===== src/rtl/rpm_ram.sv =====
// ----------------------------------------------------------------------------
// rpm_ram
// Simple dual-port synchronous RAM with one write port and one registered
// read port.
// ----------------------------------------------------------------------------
module rpm_ram #(
   parameter int AW = 4,
   parameter int DW = 8
) (
   input  logic          clock,
   input  logic          we,
   input  logic [AW-1:0] waddr,
   input  logic [DW-1:0] wdata,
   input  logic          re,
   input  logic [AW-1:0] raddr,
   output logic [DW-1:0] rdata
);

   logic [DW-1:0] mem [2**AW];
   logic [DW-1:0] rdata_ff;

   always_ff @(posedge clock) begin
      if (we) begin
         mem[waddr] <= wdata;
      end
      if (re) begin
         rdata_ff <= mem[raddr];
      end
   end

   assign rdata = rdata_ff;

endmodule


===== config.mk =====
export PLATFORM = sky130hd
export DESIGN_NAME = rpm_ram
export DESIGN_NICKNAME = d
export VERILOG_FILES = /design/src/rtl/rpm_ram.sv
export SDC_FILE = /design/constraint.sdc
export NUM_CORES = 1
export LEC_CHECK = 0
export BUFFER_PORTS_ARGS = -buffer_cell sky130_fd_sc_hd__buf_2
export CORE_MARGIN = 8
export CORE_UTILIZATION = 45
export DETAILED_ROUTE_END_ITERATION = 6
export GPL_TIMING_DRIVEN = 0
export RECOVER_POWER = 100
export SLEW_MARGIN = 30
export SYNTH_ARGS = -nofsm -noshare
export SYNTH_HDL_FRONTEND = slang
export SYNTH_SLANG_ARGS = --single-unit

===== constraint.sdc =====
create_clock -name clock -period 1.8 [get_ports clock]
set_input_delay 0.18 -clock clock [delete_from_list [all_inputs] [get_ports clock]]
set_output_delay 0.18 -clock clock [all_outputs]
set_load 0.1 [all_outputs]

==> metrics.cfg, run 1 <==
[detailed_routing]
routed_via_density = 5.583
vias = 2395
route.detailed.drc = 0
wire_per_inst_um = 23.17
wl_um = 9942
drt_iter0_markers = 222
first_pass_iters = 4
antenna_left = 0

[die]
die-area_um2 = 15320
pin_count = 27
die-width_um = 123.8
core_area_um2 = 11370
rows = 39
chipHeight_um = 123.8
initial_core_util_pct = 45.98

[cts]
cts_buffers = 17
path_clk_slew_ns = 0.05
cts_resized = 0
clock_latency_ns = 0.41
postCtsHoldBufs = 0
postCtsSetupBuffers = 0
cts_root_buffer = clkbuf_16
cts_tree = built
clock-sinks = 136
htreeDepth = 4
cts_buffer_depth = 2

[power_and_ir_drop]
power_density_nw_per_um2 = 1234
power_mw = 7.575
ir_drop_uv = 581.4
leakagePower_nw = 2.018

[timing]
tightestPinTransition_ns = 1.211
setup_violations = 0
final_hold_viol_count = 0
fin_skew_ns = 0.004722
min_period_ns = 1.633
max_freq_ghz = 0.6122
fin_ws_ns = 0.1665
max-slew-margin-rel_pct = 18.63
grt_setup_unrepaired = false
fin_crit_sh_pct = 90.75
slew_violations = 0

[synth]
netlist_instances = 229
ys_warn_count = 0
synth_nets = 248
ys_ff_latch = 136
syn_avg_cell_area_um2 = 22.83
synth_area_um2 = 5228
yosysSeqAreaShare_pct = 78.12
synth_cell_types = 18

[worst_setup_path]
r2r_setup_slack_ns = 0.17
cp-end-kind = register
crit_arrival_ns = 1.77
critical_path.max_fanout = 1
worstSetupStartpointType = register
crit_type = reg -> reg
r2r_cells = 3
crit_required_ns = 1.94

[hold_path]
holdPathStages = 1
min_path_type = in -> reg

[global_route]
grt_overflow = 0
antenna_found_initial = 0
grt_usage_pct = 13.97
grt_pass1_wl_um = 14700
grt_pass1_vias = 2423
grt_max_degree = 17

[placed_design]
hpwl_um = 6273
dp_worst_setup_slack_ns = -0.1044
dp_cells = 397
io_buffers = 25
place.gp.congestion = 0.7136

[cells_and_area]
area_growth_pct = 17.47
fin_nets = 292
nFillCells = 878
drive_above_1_share_pct = 26.22
post-route-util_pct = 54.01
fin_cells = 429
antenna_cells = 0

[run_status]
status = complete, no violations

[flow_run]
cap_violations = 0

## final cells by class
cell class / instances / area (µm²) / area share [%]
Sequential cell: 136 / 4084 / 66.50
Multi-Input combinational cell: 83 / 1072 / 17.46
Clock buffer: 18 / 429.2 / 6.989
Clock inverter: 14 / 181.4 / 2.954
Tap cell: 143 / 178.9 / 2.914
Timing Repair Buffer: 25 / 108.9 / 1.773
Buffer: 10 / 86.33 / 1.406
## placed cells by master (no fill, tap or decap), types with 6 or more instances in the layout
| cell type | synthesis | routed |
|---|---|---|
| clkinv_2 | 0 | 6 |
| buf_2 | 3 | 7 |
| nand2_1 | 9 | 9 |
| edfxtp_1 | 136 | 136 |
| clkbuf_16 | 0 | 17 |
| clkbuf_2 | 0 | 8 |
| clkbuf_1 | 0 | 14 |
| mux4_1 | 14 | 14 |
| nor2_1 | 13 | 13 |
| mux4_2 | 18 | 18 |
| a22oi_1 | 16 | 16 |
## through the flow
step | setup TNS, ns | instance area, µm² | hold WS (ns)
after global routing | 0 | 6141 | 0.2132
final | 0 | 6141 | 0.1894
after detailed placement | -2.231 | 5552 | 0.5303
after CTS | 0 | 6162 | 0.1056
after floorplan | 0 | 5228 | 0.2789
after global placement | -8.049 | 5532 | 0.5211
## flip-flops by register name, summed over array words and instances (netlist names)
register  flops
rdata         8
mem         128
## synthesized netlist by cell type
cell,instances,share of area [%]
clkdlybuf4s25_2,3,0.57
nand2b_1,2,0.24
mux4_2,18,7.8
nor2_1,13,0.93
nor3_1,4,0.38
and2b_1,1,0.14
and2_1,1,0.12
nand3b_1,2,0.29
or3b_2,1,0.17
nor2b_1,1,0.12
edfxtp_1,136,78
nand2_1,9,0.65
buf_2,3,0.29
nand3_1,1,0.096
buf_6,3,0.65
buf_4,1,0.14
a22oi_1,16,2.3
mux4_1,14,7.0
## worst max-delay path: stages (launching register included)
cell	delay, ns
edfxtp_1	0.38
mux4_2	0.49
a22oi_1	0.37
nand2_1	0.13
## routing by layer
layer	wire length [µm]	up-vias	global-route usage, %
li1	-	1068	-
met1	4397	1235	18.77
met2	4737	74	20.61
met3	531	18	3.626
met4	276	0	7.449
met5	0	-	0
## report_power, final
part | switching, mW | leakage [nW] | total, mW | internal [mW]
logic | 0.309 | 0.486 | 0.442 | 0.133
registers | 0.0154 | 1.24 | 3.59 | 3.57
clock network | 1.25 | 0.295 | 3.55 | 2.30
## logic make-up after synthesis
| logic type | synth area share, % |
|---|---|
| AND/OR/NAND/NOR | 3.136 |
| buffers and inverters | 1.651 |
| multiplexers | 14.79 |
| AO/OA/AOI/OAI | 2.298 |
| flip-flops | 78.12 |
## final timing paths
path / from / to
setup / recovery: mem[3][7] / rdata[7]
hold reg to reg: mem[11][1] / rdata[1]
setup reg to reg: mem[3][7] / rdata[7]
hold / removal: re / rdata[7]
Note: power is estimated with default switching activity, not from simulation.
==> run 2, diff against run 1 <==
==> constraint.sdc (replaced) <==
create_clock -name clock -period 1.42 [get_ports clock]
set_input_delay 0.142 -clock clock [delete_from_list [all_inputs] [get_ports clock]]
set_output_delay 0.142 -clock clock [all_outputs]
set_load 0.1 [all_outputs]
==> metrics.cfg, run 2 (same netlist as run 1, synthesis figures left out) <==
[placed_design]
io_buffers = 25
hpwl_um = 6157
place.gp.congestion = 0.7094

[cells_and_area]
nFillCells = 870
post-route-util_pct = 54.25
antenna_cells = 0
largest_register_ffs = 128
area_growth_pct = 18.00
drive_above_1_share_pct = 33.92
seqCellArea_um2 = 4084
fin_nets = 292
multiInputGateArea_um2 = 1107
final_cell_mix = edfxtp_1, mux4_2, clkbuf_16
top_register = mem
final_common_cell = edfxtp_1

[timing]
fin_hold_ws_ns = 0.1510
tns_ns = -0.06392
max_freq_ghz = 0.6834
slew_violations = 0
fin_ws_ns = -0.04317
setup_violations = 3
max-slew-margin-rel_pct = 40.89
min_period_ns = 1.463
tightestPinTransition_ns = 0.8834
fin_skew_ns = 0.008942
grt_setup_unrepaired = true
final_hold_viol_count = 0
fin_crit_sh_pct = 103.0

[hold_path]
holdPathStages = 1
min_path_type = in -> reg

[cts]
cts_root_buffer = clkbuf_16
cts_tree = built
cts_buffer_depth = 2
path_clk_slew_ns = 0.06
cts_buffers = 17
clock_latency_ns = 0.41
postCtsHoldBufs = 0
htreeDepth = 4
clock-sinks = 136

[global_route]
grt_pass1_wl_um = 14570
grt_usage_pct = 13.89
antenna_found_initial = 0
grt_max_degree = 17
grt_pass1_vias = 2389
grt_overflow = 0

[run_status]
status = finished, violations left
violations = setup timing

[detailed_routing]
first_pass_iters = 4
wire_per_inst_um = 23.35
wl_um = 10020
route.detailed.drc = 0
vias = 2369
drt_iter0_markers = 173
routed_via_density = 5.522
antenna_left = 0

[die]
core_area_um2 = 11370
initial_core_util_pct = 45.98
rows = 39
pin_count = 27
die-width_um = 123.8
die-area_um2 = 15320
chipHeight_um = 123.8

[worst_setup_path]
cp-end-kind = register
crit_type = reg -> reg
critical_path.max_fanout = 1
worstSetupStartpointType = register
r2r_cells = 3
crit_arrival_ns = 1.62
crit_required_ns = 1.58

[power_and_ir_drop]
ir_drop_uv = 630.6
power_density_nw_per_um2 = 1546
power_mw = 9.539
leakagePower_nw = 1.990

[flow_run]
cap_violations = 0

## run 2: cell types whose count changed in the layout (fill, tap and decap cells not counted), sizes merged
cell / change
buf: +3
clkinvlp: -3
clkbuf: -2
clkinv: +2
## run 2: worst paths after layout
check                           startpoint        to  slack, ns
worst max-delay path             mem[3][7]  rdata[7]      -0.04
worst min register to register  mem[10][0]  rdata[0]       0.76
worst min-delay path                    re  rdata[6]       0.15
worst max register to register   mem[3][7]  rdata[7]      -0.04
## run 2: metrics by stage
stage,std cells,instance area [µm²],setup slack (ns)
global placement,397,5544,-0.5437
detailed placement,397,5559,-0.4598
finish,429,6168,-0.04317
CTS,429,6163,-0.04867
floorplan,229,5240,0.002036
global route,429,6168,-0.05882
## run 2: worst max-delay path: stages (launching register included)
cell      delay, ns
edfxtp_1       0.37
mux4_2         0.49
a22oi_2        0.25
nand2_1        0.10
## run 2: area by class of cell
| class | instances | area share [%] |
|---|---|---|
| plain buffers | 10 | 1.521 |
| well taps | 143 | 2.901 |
| flip-flops and latches | 136 | 66.21 |
| repair buffers | 25 | 1.826 |
| multi-input cells | 83 | 17.95 |
| clock inverters | 13 | 2.576 |
| clock buffers | 19 | 7.018 |
## run 2: power by group
group	switching, mW	internal, mW	total, mW
clock	1.51	2.89	4.40
combinational	0.408	0.187	0.595
sequential	0.0201	4.53	4.55
total	1.94	7.60	9.54
## run 2: per-layer routing
| metal | vias up | global-route usage (%) | share of wire (%) |
|---|---|---|---|
| met3 | 4 | 3.672 | 7.7 |
| li1 | 1058 | - | - |
| met1 | 1215 | 18.47 | 43 |
| met5 | - | 0 | 0 |
| met4 | 0 | 7.976 | 1.2 |
| met2 | 92 | 20.37 | 48 |
## run 2: timing repair
action / 4_1_cts / 5_1_grt
buffers inserted: 0 / 0
gates resized for setup: 10 / 14
cloned: 0 / 0
pin swaps: 6 / 3
endpoints found under the setup margin: 16 / 32
